## src/itdt_pkg.sv

```systemverilog
package itdt_pkg;

    localparam int DEFAULT_VALUE_WIDTH = 64;
    localparam int CHAR_W              = 7;
    localparam int DIGIT_W             = 4;

    localparam logic [CHAR_W-1:0] ASCII_ZERO  = 7'd48;
    localparam logic [CHAR_W-1:0] ASCII_MINUS = 7'd45;

endpackage

```

## src/itdt_front.sv

```systemverilog
module itdt_front
    import itdt_pkg::*;
#(
    parameter int VALUE_WIDTH = DEFAULT_VALUE_WIDTH
)
(
    input  logic [VALUE_WIDTH-1:0] value,
    input  logic                   signed_mode,
    output logic                   neg,
    output logic [VALUE_WIDTH-1:0] mag
);

    // negative only when signed and the sign bit is set; most negative value wraps to itself
    always_comb
    begin
        neg = signed_mode & value[VALUE_WIDTH-1];
        mag = neg ? (~value + {{(VALUE_WIDTH-1){1'b0}}, 1'b1}) : value;
    end

endmodule

```

## src/itdt_queue.sv

```systemverilog
module itdt_queue
    import itdt_pkg::*;
#(
    parameter int DATA_W = DEFAULT_VALUE_WIDTH + 1
)
(
    input  logic              clk,
    input  logic              rst_n,
    input  logic              wr_en,
    input  logic [DATA_W-1:0] wr_data,
    input  logic              rd_en,
    output logic [DATA_W-1:0] rd_data,
    output logic              q_full,
    output logic              q_empty
);

    logic [DATA_W-1:0] mem_reg [2];
    logic              wr_ptr_reg;
    logic              rd_ptr_reg;
    logic [1:0]        count_reg;

    logic do_wr;
    logic do_rd;

    assign do_wr   = wr_en & ~q_full;
    assign do_rd   = rd_en & ~q_empty;
    assign q_full  = count_reg[1];
    assign q_empty = (count_reg == 2'd0);
    assign rd_data = mem_reg[rd_ptr_reg];

    always_ff @(posedge clk)
    begin
        if (do_wr)
        begin
            mem_reg[wr_ptr_reg] <= wr_data;
        end
    end

    always_ff @(posedge clk or negedge rst_n)
    begin
        if (!rst_n)
        begin
            wr_ptr_reg <= 1'b0;
            rd_ptr_reg <= 1'b0;
            count_reg  <= 2'd0;
        end
        else
        begin
            if (do_wr)
            begin
                wr_ptr_reg <= ~wr_ptr_reg;
            end
            if (do_rd)
            begin
                rd_ptr_reg <= ~rd_ptr_reg;
            end
            case ({do_wr, do_rd})
                2'b10:   count_reg <= count_reg + 2'd1;
                2'b01:   count_reg <= count_reg - 2'd1;
                default: count_reg <= count_reg;
            endcase
        end
    end

endmodule

```

## src/itdt_back.sv

```systemverilog
module itdt_back
    import itdt_pkg::*;
#(
    parameter int VALUE_WIDTH = DEFAULT_VALUE_WIDTH
)
(
    input  logic                   clk,
    input  logic                   rst_n,
    input  logic                   q_empty,
    input  logic                   q_neg,
    input  logic [VALUE_WIDTH-1:0] q_mag,
    output logic                   q_pop,
    output logic [CHAR_W-1:0]      character,
    output logic                   last,
    output logic                   empty,
    input  logic                   pop
);

    // decimal digits needed for VALUE_WIDTH bits (log10(2) ~ 0.30103)
    localparam int NDIG  = (VALUE_WIDTH * 30103) / 100000 + 1;
    localparam int BCD_W = NDIG * DIGIT_W;
    localparam int BCW   = (VALUE_WIDTH > 1) ? $clog2(VALUE_WIDTH) : 1;
    localparam int DCW   = $clog2(NDIG + 1);

    typedef enum logic [2:0] {
        ST_IDLE,
        ST_CONV,
        ST_SIGN,
        ST_SKIP,
        ST_EMIT
    } state_t;

    state_t                 state_reg,    state_next;
    logic [VALUE_WIDTH-1:0] bin_reg,      bin_next;
    logic [BCD_W-1:0]       bcd_reg,      bcd_next;
    logic                   neg_reg,      neg_next;
    logic [BCW-1:0]         bit_cnt_reg,  bit_cnt_next;
    logic [DCW-1:0]         dig_cnt_reg,  dig_cnt_next;
    logic                   out_vld_reg,  out_vld_next;
    logic [CHAR_W-1:0]      char_reg,     char_next;
    logic                   last_reg,     last_next;

    logic [BCD_W-1:0]   bcd_adj;
    logic [DIGIT_W-1:0] top_digit;
    logic               slot_free;
    logic               load;

    assign top_digit = bcd_reg[BCD_W-1 -: DIGIT_W];
    assign slot_free = ~out_vld_reg | pop;
    assign character = char_reg;
    assign last      = last_reg;
    assign empty     = ~out_vld_reg;

    // double dabble: add 3 to every digit of 5 or more before the shift
    always_comb
    begin
        for (int i = 0; i < NDIG; i++)
        begin
            if (bcd_reg[i*DIGIT_W +: DIGIT_W] > 4'd4)
            begin
                bcd_adj[i*DIGIT_W +: DIGIT_W] = bcd_reg[i*DIGIT_W +: DIGIT_W] + 4'd3;
            end
            else
            begin
                bcd_adj[i*DIGIT_W +: DIGIT_W] = bcd_reg[i*DIGIT_W +: DIGIT_W];
            end
        end
    end

    always_comb
    begin
        state_next   = state_reg;
        bin_next     = bin_reg;
        bcd_next     = bcd_reg;
        neg_next     = neg_reg;
        bit_cnt_next = bit_cnt_reg;
        dig_cnt_next = dig_cnt_reg;
        char_next    = char_reg;
        last_next    = last_reg;
        q_pop        = 1'b0;
        load         = 1'b0;

        case (state_reg)
            ST_IDLE:
            begin
                if (!q_empty)
                begin
                    q_pop        = 1'b1;
                    bin_next     = q_mag;
                    neg_next     = q_neg;
                    bcd_next     = '0;
                    bit_cnt_next = BCW'(VALUE_WIDTH - 1);
                    state_next   = ST_CONV;
                end
            end
            ST_CONV:
            begin
                bcd_next = {bcd_adj[BCD_W-2:0], bin_reg[VALUE_WIDTH-1]};
                bin_next = bin_reg << 1;
                if (bit_cnt_reg == '0)
                begin
                    dig_cnt_next = DCW'(NDIG);
                    state_next   = neg_reg ? ST_SIGN : ST_SKIP;
                end
                else
                begin
                    bit_cnt_next = bit_cnt_reg - BCW'(1);
                end
            end
            ST_SIGN:
            begin
                if (slot_free)
                begin
                    load       = 1'b1;
                    char_next  = ASCII_MINUS;
                    last_next  = 1'b0;
                    state_next = ST_SKIP;
                end
            end
            ST_SKIP:
            begin
                // drop leading zeros but always keep the units digit
                if ((top_digit == '0) && (dig_cnt_reg > DCW'(1)))
                begin
                    bcd_next     = bcd_reg << DIGIT_W;
                    dig_cnt_next = dig_cnt_reg - DCW'(1);
                end
                else
                begin
                    state_next = ST_EMIT;
                end
            end
            ST_EMIT:
            begin
                if (slot_free)
                begin
                    load         = 1'b1;
                    char_next    = ASCII_ZERO + {{(CHAR_W-DIGIT_W){1'b0}}, top_digit};
                    last_next    = (dig_cnt_reg == DCW'(1));
                    bcd_next     = bcd_reg << DIGIT_W;
                    dig_cnt_next = dig_cnt_reg - DCW'(1);
                    if (dig_cnt_reg == DCW'(1))
                    begin
                        state_next = ST_IDLE;
                    end
                end
            end
            default:
            begin
                state_next = ST_IDLE;
            end
        endcase

        if (load)
        begin
            out_vld_next = 1'b1;
        end
        else if (pop)
        begin
            out_vld_next = 1'b0;
        end
        else
        begin
            out_vld_next = out_vld_reg;
        end
    end

    always_ff @(posedge clk or negedge rst_n)
    begin
        if (!rst_n)
        begin
            state_reg   <= ST_IDLE;
            bin_reg     <= '0;
            bcd_reg     <= '0;
            neg_reg     <= 1'b0;
            bit_cnt_reg <= '0;
            dig_cnt_reg <= '0;
            out_vld_reg <= 1'b0;
            char_reg    <= '0;
            last_reg    <= 1'b0;
        end
        else
        begin
            state_reg   <= state_next;
            bin_reg     <= bin_next;
            bcd_reg     <= bcd_next;
            neg_reg     <= neg_next;
            bit_cnt_reg <= bit_cnt_next;
            dig_cnt_reg <= dig_cnt_next;
            out_vld_reg <= out_vld_next;
            char_reg    <= char_next;
            last_reg    <= last_next;
        end
    end

endmodule

```

## src/integer_to_decimal_text.sv

```systemverilog
// integer_to_decimal_text: converts a number to its decimal ascii text
//
// input queue side: drive value and signed_mode and raise push; a request is
// taken on a clock edge with push high and full low. signed_mode set treats
// value as two's complement and a negative number gets a leading '-'.
// output queue side: while empty is low, character/last show the oldest
// waiting character; it is taken on a clock edge with pop high. last marks
// the final character of each number. digits come most significant first,
// without leading zeros; zero gives a single '0'.
// conversion: a request is written into a two-entry job queue, the back end
// pulls it when idle, shifts its magnitude serially from binary to bcd,
// emits a minus sign if the number is negative, skips the leading zero
// digits one at a time and then emits the digits one character at a time.
// the back end works on one number at a time in its single shift-and-add-3
// converter, so a new number starts only after the last character of the
// one before is loaded; waiting requests sit in the job queue.
// a stalled receiver holds the output register; the converter waits and the
// job queue keeps taking requests until both entries are used.
// reset clears both queues and the converter; full and empty come up
// low and high.
module integer_to_decimal_text
    import itdt_pkg::*;
#(
    parameter int VALUE_WIDTH = DEFAULT_VALUE_WIDTH
)
(
    input  logic                   clk,
    input  logic                   rst_n,
    input  logic [VALUE_WIDTH-1:0] value,
    input  logic                   signed_mode,
    input  logic                   push,
    output logic                   full,
    output logic [CHAR_W-1:0]      character,
    output logic                   last,
    output logic                   empty,
    input  logic                   pop
);

    logic                   f_neg;
    logic [VALUE_WIDTH-1:0] f_mag;
    logic                   q_neg;
    logic [VALUE_WIDTH-1:0] q_mag;
    logic                   q_pop;
    logic                   q_empty;

    itdt_front #(
        .VALUE_WIDTH (VALUE_WIDTH)
    ) u_front (
        .value       (value),
        .signed_mode (signed_mode),
        .neg         (f_neg),
        .mag         (f_mag)
    );

    itdt_queue #(
        .DATA_W (VALUE_WIDTH + 1)
    ) u_queue (
        .clk     (clk),
        .rst_n   (rst_n),
        .wr_en   (push),
        .wr_data ({f_neg, f_mag}),
        .rd_en   (q_pop),
        .rd_data ({q_neg, q_mag}),
        .q_full  (full),
        .q_empty (q_empty)
    );

    itdt_back #(
        .VALUE_WIDTH (VALUE_WIDTH)
    ) u_back (
        .clk       (clk),
        .rst_n     (rst_n),
        .q_empty   (q_empty),
        .q_neg     (q_neg),
        .q_mag     (q_mag),
        .q_pop     (q_pop),
        .character (character),
        .last      (last),
        .empty     (empty),
        .pop       (pop)
    );

`ifndef SYNTH
    // job queue cannot be full and empty at once
    assert property (@(posedge clk) disable iff (!rst_n) !(full && q_empty))
        else $error("job queue full and empty together");

    // every shown character is a digit or a minus sign
    assert property (@(posedge clk) disable iff (!rst_n)
        !empty |-> ((character == ASCII_MINUS) ||
                    ((character >= ASCII_ZERO) && (character <= ASCII_ZERO + 7'd9))))
        else $error("character out of range");

    // a minus sign is never the final character
    assert property (@(posedge clk) disable iff (!rst_n)
        (!empty && (character == ASCII_MINUS)) |-> !last)
        else $error("minus sign flagged as last");

    // the back end only pulls a job that exists
    assert property (@(posedge clk) disable iff (!rst_n) q_pop |-> !q_empty)
        else $error("job pulled from empty queue");
`endif

endmodule

```

## config.mk

```make
export PLATFORM = sky130hd
export DESIGN_NAME = integer_to_decimal_text
export DESIGN_NICKNAME = d
export VERILOG_FILES = /design/src/itdt_pkg.sv /design/src/itdt_front.sv /design/src/itdt_queue.sv /design/src/itdt_back.sv /design/src/integer_to_decimal_text.sv
export SDC_FILE = /design/constraint.sdc
export NUM_CORES = 1
export LEC_CHECK = 0
export BUFFER_PORTS_ARGS = -buffer_cell sky130_fd_sc_hd__buf_2
export CAP_MARGIN = 20
export CELL_PAD_IN_SITES_DETAIL_PLACEMENT = 1
export CELL_PAD_IN_SITES_GLOBAL_PLACEMENT = 1
export CORE_MARGIN = 2
export CORE_UTILIZATION = 53
export CTS_CLUSTER_DIAMETER = 150
export DETAILED_ROUTE_END_ITERATION = 10
export HOLD_SLACK_MARGIN = 0.05
export PLACE_DENSITY_LB_ADDON = 0.1
export SLEW_MARGIN = 5
export SYNTH_ARGS = -nofsm -noshare
export SYNTH_HDL_FRONTEND = slang
export SYNTH_SLANG_ARGS = --single-unit
```

## constraint.sdc

```tcl
create_clock -name clk -period 11.5 [get_ports clk]
set_input_delay 1.15 -clock clk [delete_from_list [all_inputs] [get_ports clk]]
set_output_delay 1.15 -clock clk [all_outputs]
set_load 0.05 [all_outputs]
```

* Word level (Yosys, flattened, before mapping)
Memories as Yosys holds them, arrays and structs flattened. Cells that the tools add are included.
Cells by class: shifts and indexed selects 0, div/mod/pow operators 0, equal/unequal tests 15, reduce and logical (&&, ||, !) cells 19, muxes and demuxes 57, bitwise logic cells 10, order comparisons 21, $mul 0, $add $sub $neg 26
Operators by type and width (number):
- 80-bit case mux with 4 select lines | 1
- 80-bit two-way mux | 3
- 64-bit two-way mux | 2
- 64-bit case mux with 2 select lines | 1
- 4-bit by 3-bit greater-than comparator with 1-bit output (second input constant) | 20
- 4-bit by 2-bit adder with 4-bit output (second input constant) | 19
- 4-bit two-way mux | 19
- 64-bit by 1-bit adder with 64-bit output (second input constant) | 1
- 64-bit inverter | 1
- 3-bit two-way mux | 7
- 5-bit two-way mux | 3
- 3-bit case mux with 5 select lines | 1
- 5-bit case mux with 3 select lines | 1
- 7-bit two-way mux | 2
- 7-bit case mux with 2 select lines | 1
- 6-bit two-way mux | 2
- 6-bit case mux with 2 select lines | 1
- 1-bit two-way mux | 11
- 2-bit by 1-bit != test with 1-bit output (second input constant) | 5
- 4-bit AND reduction | 2
- 2-bit nonzero test | 4
- 6-bit by 4-bit adder with 7-bit output (first input constant) | 1
- 3-bit by 2-bit == test with 1-bit output (second input constant) | 2
- 6-bit zero test | 1
- other kinds (27) | 37
Word-level totals: latch bits 0, memories kept 1, input bits 69, RAM bits 130, bits in read-only memories 0, register bits after elaboration 172, output and inout bits 10, word-level logic and storage cells 161
Memories:
- u_queue.mem_reg | words 2, width 65, read ports 1, clocked after Yosys merged registers in 0, wr ports 1, RTL line itdt_queue.sv:17 | logic [DATA_W-1:0] mem_reg [2];

* Logic depth before layout (Yosys ltp)
depth in word-level cells 6, gate-level depth with buffers 9, depth with buffers taken out 7

* Modules after synthesis
Synthesis repeated with hierarchy kept, for this count alone.
Unflattened totals: cells, all modules 1492, area total of the unflattened synthesis 16235.6 um^2
Modules (own cells, without submodules):
- itdt_back | seq. area each 4179.0 um^2, area each 9520.4 um^2, cells each 1033, times used 1
- itdt_queue | seq. area each 4003.8 um^2, area each 5039.8 um^2, cells each 219, times used 1
- itdt_front | seq. area each 0.0 um^2, area each 1675.4 um^2, cells each 240, times used 1

* Worst setup path after synthesis
OpenSTA, ideal clock, no wires.
kind in2reg, start point input push, end point memory u_queue.mem_reg[0][0] in the netlist's numbering, enable pin, library setup time 488 ps, slack 7022 ps, stages on the path 2, arrival time 3989 ps, buffers on the path 0, required time 11012 ps, path through nand2b_1 > nor2_1
On the way: cells in the longest elaborated chain, start to end 3
RTL lines:
- start: declaration | RTL line integer_to_decimal_text.sv:31 | input logic push,
- 1-bit bitwise AND | RTL line itdt_queue.sv:25 | assign do_wr = wr_en & ~q_full;
- 1-bit two-way mux | RTL line itdt_queue.sv:33 | if (do_wr)
- 1-bit two-way mux (not written as such) | RTL line itdt_queue.sv:35 | mem_reg[wr_ptr_reg] <= wr_data;
- end: declaration | RTL line itdt_queue.sv:17
No other way between the ends.

* Worst setup path after layout
start point input value[6], end point memory u_queue.mem_reg[1][61] in the netlist's numbering, data pin
On the way: cells in the longest elaborated chain, start to end 3
RTL lines:
- start: declaration | RTL line integer_to_decimal_text.sv:29 | input logic [VALUE_WIDTH-1:0] value,
- 64-bit inverter | RTL line itdt_front.sv:17 | mag = neg ? (~value + {{(VALUE_WIDTH-1){1'b0}}, 1'b1}) : value;
- 64-bit by 1-bit adder with 64-bit output | RTL line itdt_front.sv:17
- 64-bit two-way mux | RTL line itdt_front.sv:17
- net f_mag[61] | RTL line integer_to_decimal_text.sv:40 | logic [VALUE_WIDTH-1:0] f_mag;
The timed path passes the listed nets, and every way through them passes these cells.

==> impl_metrics.csv <==
group,metric,value,unit
outcome,status,"complete, no violations",
yosys,yosys.cell_types.count,64,
yosys,syn_inst,1313,
place,pre_cts_slack,6966,ps
place,gp_congestion,0.7740,
flow_run,max_cap_violations,0,
grt,antenna_found_initial,0,
worst_setup_path,start_kind,"input pin",
timing,holdWs,465.1,ps
worst_setup_path,crit_path_cell_trace,"buf_2, nor4_1, nand3_1, nor4b_4, a41oi_1, xor2_1",
die,core_area,27100,um2
clocking,post_cts_buffers,0,
timing,setup_slack,7464,ps
yosys,ys_top_cells_by_area,"dfrtp_1, edfxtp_1, mux2i_1",
hold_path,hold_class,"reg -> reg",
place,place_inst,1696,
final_layout,layout.nets,1457,
die,num_rows,60,
detailed_routing,dr.pass1.iters,5,
place,placed_area,15410,um2
worst_setup_path,slowest_stage,"nor4b_4",
final_layout,multi_input_area,5978,um2
final_layout,fillCellCount,2764,
timing,max_freq,0.2477,GHz
yosys,synth_edf_count,130,
worst_setup_path,path_class,"in -> reg",
clocking,numCtsBuffers,34,
grt,grt_use_met1,34.98,%
final_layout,largest_register_ffs,130,
grt,use_met2,45.43,%
final_layout,final_cells,1760,
timing,worst_pin_slew,1087,ps
worst_setup_path,cp_max_fo,16,
clocking,cts_tree,"built",
die,initial_core_util,54.26,%
place,numPortBuffers,77,
worst_setup_path,critical_path_arrival,4280,ps
yosys,synth_fp_nets,1408,
clocking,post_cts_resized,0,
yosys,syn_avg_cell_area,11.20,um2
place,hpwl,22040,um
clocking,htreeDepth,2,
grt,grt_usage,26.08,%
final_layout,seqCellArea,8187,um2
power,power_leakage,6.898,nW
final_layout,postLayoutCoreUtil,61.58,%
detailed_routing,viasPerCell,6.229,
power,powerDensity,300.5,nW/um2
timing,finalCritPeriodShare,35.10,%
die,die_x,170.6,um
power,peakVddDrop,0.1759,mV
grt,grt.busiest_layer,"met2",
timing,tns,0,ps
grt,grt_max_degree,122,
yosys,ys.flop_type,"dfrtp_1",
die,io_pins,79,
clocking,clk_pin_slew,60,ps
clocking,cts_buffer_depth,3,
yosys,ys_seq_area_share,55.65,%
detailed_routing,drt_wl_total,37410,um
yosys,synth_seq_cells,301,
clocking,clk_latency,520,ps
timing,finalClockSkew,13.33,ps
final_layout,diodes,0,
timing,setup_viol,0,
grt,first_global_vias,11546,
grt,grt-ovfl-total,0,
final_layout,drive_above_1_share,12.25,%
yosys,yosysWarningCount,0,
die,die_h,170.6,um
final_layout,stdcell_area,16690,um2
die,dieArea,29090,um2
clocking,ctsHoldBuffers,0,
timing,hold_viol_final,0,
power,total_power,5.015,mW
detailed_routing,vias,10963,
detailed_routing,ant_nets,0,
worst_setup_path,max_stage_delay,1060,ps
worst_setup_path,end_kind,"flip-flop",
yosys,yosys.area.top_type,"dfrtp_1",
detailed_routing,drt_iter0_drc,613,
timing,slew_viol_final,0,
yosys,syn-cell-area,14700,um2
detailed_routing,drc,0,
detailed_routing,wl_per_cell,21.26,um
timing,fin_crit,4036,ps
yosys,synthDominantCellAreaShare,29.10,%
worst_setup_path,critical_path_required,11740,ps
final_layout,area_growth,13.50,%
timing,rsz0062_at_grt,"no",
yosys,postSynth.asyncResetShare,56.81,%
timing,max_slew_margin,27.26,%
clocking,cts-root-buf,"clkbuf_16",
grt,grt_pass1_wl,60680,um
grt,use_met3,2.776,%
clocking,cts_sinks,301,
cells by family after synthesis:
| group | Yosys count | share of synthesized area [%] |
|---|---|---|
| AO/OA/AOI/OAI | 429 | 19.15 |
| flip-flops | 301 | 55.65 |
| AND/OR/NAND/NOR | 229 | 7.956 |
| buffers and inverters | 155 | 4.042 |
| XOR/XNOR | 88 | 5.242 |
| multiplexers | 84 | 5.718 |
| adder cells (fa/ha/maj) | 26 | 2.212 |
| other | 1 | 0.02550 |
critical path: cells and delay by family:
kind,cells,cell delay (ps)
AO/OA/AOI/OAI,1,340
XOR/XNOR,1,250
AND/OR/NAND/NOR,3,2410
buffers and inverters,1,120
where the power goes:
group | leakage (nW) | total [mW] | switching [mW] | internal [mW]
Combinational | 2.98 | 1.99 | 1.24 | 0.756
Sequential | 3.31 | 1.83 | 0.309 | 1.52
Clock | 0.606 | 1.19 | 0.446 | 0.743
Total | 6.90 | 5.01 | 1.99 | 3.02
metal layers:
layer	routed length, um	up-vias
li1	-	5044
met1	16390	5664
met2	19230	204
met3	1188	51
met4	605	0
met5	0	-
cell type report:
cell class / count / area share [%]
Sequential cell: 301 / 49.06
Tap cell: 372 / 2.789
Clock inverter: 15 / 1.537
Inverter: 75 / 1.687
Multi-Input combinational cell: 857 / 35.82
Timing Repair Buffer: 93 / 3.171
Clock buffer: 47 / 5.938
cells in the final DEF, fill, tap and decap left out, types with 6 or more instances in the layout:
master,synthesis,layout
clkbuf_8,0,7
a31oi_1,13,13
nor3_1,54,54
a221oi_1,57,57
nand2b_1,8,8
nor2_1,84,81
a22oi_1,63,63
a21o_1,20,20
mux2i_1,84,84
bufinv_16,0,6
xnor2_1,44,44
edfxtp_1,130,130
a21oi_1,80,80
o31ai_1,7,6
or3_1,11,11
nand3_1,8,8
buf_4,1,14
xor2_1,44,44
dfrtp_1,171,170
nor4_1,11,11
inv_1,75,75
a32oi_1,19,19
or4_1,8,7
buf_2,1,77
o21ai_0,132,132
clkbuf_16,0,35
nand2_1,17,17
ha_1,26,26
cells in the mapped netlist (all sizes together), types with 11 or more instances:
| master | n |
|---|---|
| inv | 75 |
| dfrtp | 171 |
| mux2i | 84 |
| a221oi | 57 |
| xnor2 | 44 |
| o21ai | 133 |
| nor2 | 84 |
| edfxtp | 130 |
| or3 | 12 |
| a21oi | 80 |
| nor3 | 54 |
| a21o | 20 |
| xor2 | 44 |
| clkbuf | 72 |
| a32oi | 19 |
| ha | 26 |
| a31oi | 13 |
| nand2 | 17 |
| nor4 | 11 |
| a22oi | 63 |
worst paths after layout:
check                                    start                      to  slack [ps]  depth (start not counted)
hold / removal             u_back.character[5]     u_back.character[5]         470                          1
hold reg to reg            u_back.character[5]     u_back.character[5]         470                          1
setup reg to reg           u_back.state_reg[0]       u_back.bcd_reg[3]        8510                          5
setup / recovery                      value[6]  u_queue.mem_reg[1][61]        7460                          6
max in group asynchronous                rst_n      u_queue.rd_ptr_reg        9450                          2
min in group asynchronous                rst_n     u_back.character[5]         660                          1
Note: power is estimated with default switching activity, not from simulation.
